[src/design/mks_pkg.sv]
package mks_pkg;

    localparam logic [1:0] FUNC_TICK  = 2'd0;
    localparam logic [1:0] FUNC_READ  = 2'd1;
    localparam logic [1:0] FUNC_CLEAR = 2'd2;
    localparam logic [1:0] FUNC_NUL   = 2'd3;

    localparam logic [0:0] CFG_DEBOUNCE_COUNT = 1'd0;
    localparam logic [0:0] CFG_FN_KEY_BIT     = 1'd1;

    localparam logic [15:0] DEBOUNCE_RESET = 16'd100;
    localparam logic [3:0]  FN_BIT_RESET   = 4'd1;

    typedef struct packed {
        logic       any_down;
        logic       fn_held;
        logic       key_ready;
        logic [7:0] key_char;
        logic [1:0] row_drive;
    } result_t;

    typedef struct packed {
        logic [15:0] debounce_count;
        logic [3:0]  fn_key_bit;
    } cfg_t;

    // Plain keys in the lower half, Fn layer in the upper half.
    localparam logic [7:0] CHAR_TABLE [32] = '{
        8'h0A, 8'h4D, 8'h30, 8'h2C,
        8'h5F, 8'h37, 8'h38, 8'h39,
        8'h3C, 8'h34, 8'h35, 8'h36,
        8'h3E, 8'h31, 8'h32, 8'h33,
        8'h70, 8'h6D, 8'h6E, 8'h6F,
        8'h6C, 8'h69, 8'h6A, 8'h6B,
        8'h68, 8'h65, 8'h66, 8'h67,
        8'h62, 8'h61, 8'h62, 8'h63
    };

endpackage

[src/design/mks_core.sv]
module mks_core (
    input  logic            aclk,
    input  logic            aresetn,
    input  logic            item_accept,
    input  logic [1:0]      func,
    input  logic [3:0]      sense_pins,
    input  mks_pkg::cfg_t   cfg,
    output mks_pkg::result_t result
);

    logic [1:0]  row_reg, row_next;
    logic [15:0] map_reg, map_next;
    logic [15:0] prev_reg, prev_next;
    logic [15:0] stable_reg, stable_next;
    logic        present_reg, present_next;
    logic        pressed_reg, pressed_next;
    logic        fn_reg, fn_next;
    logic        ready_reg, ready_next;
    logic [7:0]  char_reg, char_next;

    logic [3:0]  nib;
    logic [15:0] tick_map;
    logic [1:0]  tick_row;
    logic        tick_present;
    logic [15:0] fn_mask;
    logic [15:0] masked_map;
    logic [15:0] stable_inc;
    logic [3:0]  sel_nib;
    logic [1:0]  sel_row;
    logic [1:0]  sel_col;
    logic        sel_onehot;
    logic        key_fn;

    always_comb begin
        nib      = ~sense_pins;
        tick_map = map_reg;
        unique case (row_reg)
            2'd0: tick_map[3:0]   = nib;
            2'd1: tick_map[7:4]   = nib;
            2'd2: tick_map[11:8]  = nib;
            2'd3: tick_map[15:12] = nib;
        endcase
        tick_row     = row_reg + 2'd1;
        tick_present = present_reg || (tick_row == 2'd0 && tick_map != 16'd0);
        fn_mask      = 16'd1 << cfg.fn_key_bit;
        masked_map   = tick_map & ~fn_mask;
        key_fn       = (tick_map & fn_mask) != 16'd0;
        stable_inc   = stable_reg + 16'd1;
    end

    always_comb begin
        sel_row = 2'd3;
        sel_nib = masked_map[15:12];
        priority if (masked_map[3:0] != 4'd0) begin
            sel_row = 2'd0;
            sel_nib = masked_map[3:0];
        end else if (masked_map[7:4] != 4'd0) begin
            sel_row = 2'd1;
            sel_nib = masked_map[7:4];
        end else if (masked_map[11:8] != 4'd0) begin
            sel_row = 2'd2;
            sel_nib = masked_map[11:8];
        end
        sel_onehot = 1'b1;
        sel_col    = 2'd0;
        unique case (sel_nib)
            4'b0001: sel_col = 2'd0;
            4'b0010: sel_col = 2'd1;
            4'b0100: sel_col = 2'd2;
            4'b1000: sel_col = 2'd3;
            default: sel_onehot = 1'b0;
        endcase
    end

    always_comb begin
        row_next     = row_reg;
        map_next     = map_reg;
        prev_next    = prev_reg;
        stable_next  = stable_reg;
        present_next = present_reg;
        pressed_next = pressed_reg;
        fn_next      = fn_reg;
        ready_next   = ready_reg;
        char_next    = char_reg;
        unique case (func)
            mks_pkg::FUNC_TICK: begin
                row_next     = tick_row;
                map_next     = tick_map;
                prev_next    = tick_map;
                present_next = tick_present;
                if (!pressed_reg && tick_present) begin
                    if (prev_reg == tick_map) begin
                        stable_next = stable_inc;
                        if (stable_inc == cfg.debounce_count) begin
                            if (masked_map != 16'd0) begin
                                pressed_next = 1'b1;
                                fn_next      = key_fn;
                                if (sel_onehot) begin
                                    char_next  = mks_pkg::CHAR_TABLE[{key_fn, sel_row, sel_col}];
                                    ready_next = 1'b1;
                                end
                            end else begin
                                stable_next = 16'd0;
                            end
                        end
                    end else begin
                        pressed_next = 1'b0;
                        present_next = 1'b0;
                        stable_next  = 16'd0;
                    end
                end
            end
            mks_pkg::FUNC_READ, mks_pkg::FUNC_CLEAR: begin
                ready_next   = 1'b0;
                pressed_next = 1'b0;
                present_next = 1'b0;
            end
            mks_pkg::FUNC_NUL: begin
                char_next = 8'd0;
            end
        endcase
    end

    always_comb begin
        result.row_drive = row_next;
        result.key_char  = char_reg;
        result.key_ready = ready_next;
        result.fn_held   = fn_next;
        result.any_down  = map_next != 16'd0;
    end

    always_ff @(posedge aclk) begin
        if (!aresetn) begin
            row_reg     <= 2'd0;
            map_reg     <= 16'd0;
            prev_reg    <= 16'd0;
            stable_reg  <= 16'd0;
            present_reg <= 1'b0;
            pressed_reg <= 1'b0;
            fn_reg      <= 1'b0;
            ready_reg   <= 1'b0;
            char_reg    <= 8'd0;
        end else if (item_accept) begin
            row_reg     <= row_next;
            map_reg     <= map_next;
            prev_reg    <= prev_next;
            stable_reg  <= stable_next;
            present_reg <= present_next;
            pressed_reg <= pressed_next;
            fn_reg      <= fn_next;
            ready_reg   <= ready_next;
            char_reg    <= char_next;
        end
    end

endmodule

[src/design/matrix_keypad_scanner.sv]
// One item per cycle while s_axis_tready is high; each accepted item updates the scan,
// debounce and lookup state, and its result is registered in the output or second entry.
// A two-entry output stage keeps s_axis_tready high while one result waits for m_axis_tready.
// Reset: aresetn is synchronous and active low; it clears all scan state and both result
// entries, and sets debounce_count to 100 and fn_key_bit to 1.
module matrix_keypad_scanner (
    input  logic        aclk,
    input  logic        aresetn,
    input  logic        s_axis_tvalid,
    output logic        s_axis_tready,
    input  logic [7:0]  s_axis_tdata,   // [3:0] sense_pins, [7:4] zero
    input  logic [1:0]  s_axis_tuser,   // [1:0] func
    output logic        m_axis_tvalid,
    input  logic        m_axis_tready,
    output logic [15:0] m_axis_tdata,   // [1:0] row_drive, [9:2] key_char, [10] key_ready,
                                        // [11] fn_held, [12] any_down, [15:13] zero
    input  logic        cfg_valid,
    output logic        cfg_ready,
    input  logic [0:0]  cfg_index,
    input  logic [15:0] cfg_data
);

    mks_pkg::cfg_t    cfg_reg;
    mks_pkg::result_t result;
    mks_pkg::result_t out_data_reg;
    mks_pkg::result_t skid_data_reg;
    logic             out_valid_reg;
    logic             skid_valid_reg;
    logic             item_accept;

    assign cfg_ready     = 1'b1;
    assign s_axis_tready = !skid_valid_reg;
    assign item_accept   = s_axis_tvalid && s_axis_tready;
    assign m_axis_tvalid = out_valid_reg;
    assign m_axis_tdata  = {3'd0, out_data_reg};

    always_ff @(posedge aclk) begin
        if (!aresetn) begin
            cfg_reg.debounce_count <= mks_pkg::DEBOUNCE_RESET;
            cfg_reg.fn_key_bit     <= mks_pkg::FN_BIT_RESET;
        end else if (cfg_valid) begin
            unique case (cfg_index)
                mks_pkg::CFG_DEBOUNCE_COUNT: cfg_reg.debounce_count <= cfg_data;
                mks_pkg::CFG_FN_KEY_BIT:     cfg_reg.fn_key_bit     <= cfg_data[3:0];
            endcase
        end
    end

    mks_core u_core (
        .aclk        (aclk),
        .aresetn     (aresetn),
        .item_accept (item_accept),
        .func        (s_axis_tuser),
        .sense_pins  (s_axis_tdata[3:0]),
        .cfg         (cfg_reg),
        .result      (result)
    );

    always_ff @(posedge aclk) begin
        if (!aresetn) begin
            out_valid_reg  <= 1'b0;
            skid_valid_reg <= 1'b0;
        end else if (m_axis_tready || !out_valid_reg) begin
            if (skid_valid_reg) begin
                out_valid_reg  <= 1'b1;
                skid_valid_reg <= 1'b0;
            end else begin
                out_valid_reg <= item_accept;
            end
        end else if (item_accept) begin
            skid_valid_reg <= 1'b1;
        end
    end

    always_ff @(posedge aclk) begin
        if (m_axis_tready || !out_valid_reg) begin
            if (skid_valid_reg) begin
                out_data_reg <= skid_data_reg;
            end else if (item_accept) begin
                out_data_reg <= result;
            end
        end else if (item_accept) begin
            skid_data_reg <= result;
        end
    end

endmodule
[config.mk]
export PLATFORM = sky130hd
export DESIGN_NAME = matrix_keypad_scanner
export DESIGN_NICKNAME = d
export VERILOG_FILES = /design/src/design/mks_pkg.sv /design/src/design/mks_core.sv /design/src/design/matrix_keypad_scanner.sv
export SDC_FILE = /design/constraint.sdc
export NUM_CORES = 1
export LEC_CHECK = 0
export BUFFER_PORTS_ARGS = -buffer_cell sky130_fd_sc_hd__buf_2
export CAP_MARGIN = 20
export CORE_UTILIZATION = 41
export CTS_CLUSTER_DIAMETER = 150
export DETAILED_ROUTE_END_ITERATION = 10
export SKIP_LAST_GASP = 1
export SYNTH_ARGS = -nofsm -noshare
export SYNTH_HDL_FRONTEND = slang
export SYNTH_SLANG_ARGS = --single-unit
[constraint.sdc]
create_clock -name aclk -period 4.1 [get_ports aclk]
set_input_delay 0.205 -clock aclk [delete_from_list [all_inputs] [get_ports aclk]]
set_output_delay 0.205 -clock aclk [all_outputs]
set_load 0.005 [all_outputs]
==> flow_metrics.env <==
export IMPL_cp_max_fo=12
export IMPL_power_total_uw=2530
export IMPL_vias=5770
export IMPL_syn_inst=782
export IMPL_drive_gt1_frac=0.164
export IMPL_outcome="completed"
export IMPL_finClkSkew_ns=0.0157
export IMPL_grt_usage=0.220
export IMPL_cts_max_path_buffers=2
export IMPL_antenna_found_initial=0
export IMPL_slowest_delay_ns=0.54
export IMPL_ys_flop_type="dfxtp_1"
export IMPL_finalMaxSlewViolations=0
export IMPL_start_util=0.421
export IMPL_htree_levels=3
export IMPL_cp_slowest_cell="or4_4"
export IMPL_grt_pass1_vias=5262
export IMPL_max_freq_ghz=0.257
export IMPL_fp_row_count=45
export IMPL_start_kind="register"
export IMPL_synth_edf_count=24
export IMPL_final_cell_area_um2=7170
export IMPL_first_pass_iters=5
export IMPL_multi_input_area_um2=3680
export IMPL_largest_reg_flops=20
export IMPL_wl_um=17200
export IMPL_gp_congestion=0.942
export IMPL_cts_setup_buffers=0
export IMPL_setup_viol=0
export IMPL_fp_coreArea_um2=15200
export IMPL_worstSetupEndpointType="register"
export IMPL_ys_ff_latch=107
export IMPL_yosys_cell_types_count=87
export IMPL_cp_required_ns=4.38
export IMPL_r2r_start="u_core.row_reg[0]$_SDFFE_PN0P_"
export IMPL_syn_area_per_cell_um2=8.19
export IMPL_overflow=0
export IMPL_ant_nets=0
export IMPL_netlist_area_um2=6400
export IMPL_wl_per_cell_um=17.1
export IMPL_p_leak_uw=0.00264
export IMPL_clock_sinks=107
export IMPL_crit_type="reg -> reg"
export IMPL_grt_start_max_net_pins=62
export IMPL_power_density_nw_per_um2=353
export IMPL_fin_crit_sh=0.950
export IMPL_seqCellArea_um2=2380
export IMPL_ctsHoldBuffers=0
export IMPL_nets=853
export IMPL_placed_cell_area_um2=6820
export IMPL_path_clk_slew_ns=0.08
export IMPL_cts_tree="yes"
export IMPL_critical_path_buf_inv_count=1
export IMPL_ir_drop_v=0.000253
export IMPL_vias_per_cell=5.74
export IMPL_hold_class="in -> reg"
export IMPL_remaining_drc_errors=0
export IMPL_die_y_um=127
export IMPL_cts_made_buffers=9
export IMPL_die_width_um=127
export IMPL_max_slew_margin=0.537
export IMPL_crit_chain="inv_1 -> ha_1 -> and2_1 -> or3_1 -> and3_2 -> nor4b_4 -> a211o_4 -> nor4_4 -> or2_4 -> o211ai_2 -> or4_4 -> o31ai_2"
export IMPL_area_growth_pct=11.9
export IMPL_drtIter0Drc=458
export IMPL_worstSetupStartpoint="u_core.row_reg[0]$_SDFFE_PN0P_"
export IMPL_cp_top_family="simple AND/OR/NAND/NOR gates"
export IMPL_critPathArrivalTime_ns=4.18
export IMPL_antenna_cells=0
export IMPL_hpwl_um=12800
export IMPL_root_buffer="clkbuf_16"
export IMPL_synthArstFlopShare=0
export IMPL_dieArea_um2=16100
export IMPL_period_minus_slack_ns=3.90
export IMPL_worstHoldStart="cfg_data[6]"
export IMPL_cap_violations=0
export IMPL_grt_pass1_wl_um=27700
export IMPL_ys_warn_count=0
export IMPL_synth_seq_area_share=0.372
export IMPL_hold_violations=0
export IMPL_clock_latency_ns=0.37
export IMPL_pin_count=51
export IMPL_numPortBuffers=41
export IMPL_n_fill_cell=1448
export IMPL_tightest_slew_ns=0.693
## synthesized netlist by cell type, types with 6 or more instances
| cell | count | share of area |
|---|---|---|
| dfxtp_1 | 83 | 0.26 |
| ha_1 | 8 | 0.016 |
| nand2b_1 | 6 | 0.0059 |
| inv_1 | 25 | 0.015 |
| o21a_1 | 6 | 0.0070 |
| nor3_1 | 24 | 0.019 |
| or2_2 | 6 | 0.0059 |
| o21ai_0 | 44 | 0.034 |
| buf_4 | 7 | 0.0082 |
| nand2_1 | 90 | 0.053 |
| nor2_1 | 81 | 0.047 |
| edfxtp_1 | 24 | 0.11 |
| a31oi_1 | 7 | 0.0068 |
| mux2_2 | 7 | 0.012 |
| o22ai_1 | 8 | 0.0078 |
| buf_2 | 9 | 0.0070 |
| nor4_1 | 17 | 0.017 |
| nand3_1 | 23 | 0.018 |
| and2_1 | 10 | 0.0098 |
| clkbuf_1 | 37 | 0.022 |
| o211ai_1 | 7 | 0.0082 |
| xnor2_1 | 23 | 0.031 |
| xor2_1 | 18 | 0.025 |
| nand4_1 | 7 | 0.0068 |
| a21oi_1 | 88 | 0.069 |
## worst min-delay path: stages
cell     delay [ns]
buf_2          0.08
nand2_1        0.04
nand3_1        0.06
## placed cells by master, fill, tap and decap left out, drive strengths merged, types with 9 or more instances in the layout
cell     n
nand3   23
inv     31
clkbuf   9
nor3    27
a21oi   89
o21ai   46
dfxtp   83
buf     71
edfxtp  24
nor2    81
xnor2   23
and2    10
nor4    19
or2      9
xor2    18
nand2   90
## per-stage QoR
| stage | setup slack (ns) | TNS [ns] | hold slack (ns) | instances | utilization |
|---|---|---|---|---|---|
| 6_report | 0.204 | 0 | 0.0540 | 1006 | 0.472 |
| 5_1_grt | -0.00271 | -0.00271 | 0.0747 | 1006 | 0.472 |
| 4_1_cts | 0.162 | 0 | 0.0480 | 1004 | 0.470 |
| 3_5_place_dp | 0.164 | 0 | 0.413 | 988 | 0.449 |
| 3_3_place_gp | 0.314 | 0 | 0.410 | 988 | 0.449 |
| 2_1_floorplan | 0.482 | 0 | 0.329 | 785 | - |
## kinds of logic after synthesis
| group | after synthesis | share of synthesized area |
|---|---|---|
| mux | 14 | 0.0272 |
| simple gates | 309 | 0.248 |
| xor+xnor | 41 | 0.0561 |
| flops | 107 | 0.372 |
| buf+inv | 82 | 0.0555 |
| compound gates | 219 | 0.224 |
| fa+ha+maj | 8 | 0.0156 |
| other cells | 2 | 0.00117 |
## layer usage
metal | part of all wire | routed length [um] | track usage | up-vias
met1 | 0.47 | 8070 | 0.293 | 2731
li1 | - | - | - | 2876
met3 | 0.044 | 761 | 0.0402 | 22
met5 | 0 | 0 | 0 | -
met4 | 0.018 | 310 | 0.0672 | 0
met2 | 0.47 | 8020 | 0.361 | 141
## layout make-up
| type | instances | area share |
|---|---|---|
| flip-flops and latches | 107 | 0.332 |
| well taps | 188 | 0.0328 |
| multi-input cells | 596 | 0.514 |
| inverters | 28 | 0.0150 |
| clock buffers | 9 | 0.0314 |
| clock inverters | 7 | 0.0140 |
| repair buffers | 71 | 0.0606 |
## repair_timing
action	4_1_cts	5_1_grt
gates resized for setup	0	2
setup endpoints to repair	0	11
hold endpoints to repair	0	0
## path summary, 6_finish.rpt
kind         slack (ns)                         endpoint  depth (start not counted)
max                0.20  u_core.char_reg[3]$_SDFFE_PN0P_                         12
min                0.05         cfg_reg[10]$_SDFFE_PN1P_                          3
max reg2reg        0.20  u_core.char_reg[3]$_SDFFE_PN0P_                         12
min reg2reg        0.43       skid_data_reg[2]$_DFFE_PP_                          0
## power breakdown
part | internal (uW) | switching [uW]
Sequential | 1100 | 23.5
Clock | 498 | 457
Combinational | 178 | 274
Total | 1780 | 754
No activity file was read; power rests on OpenSTA's default activity.
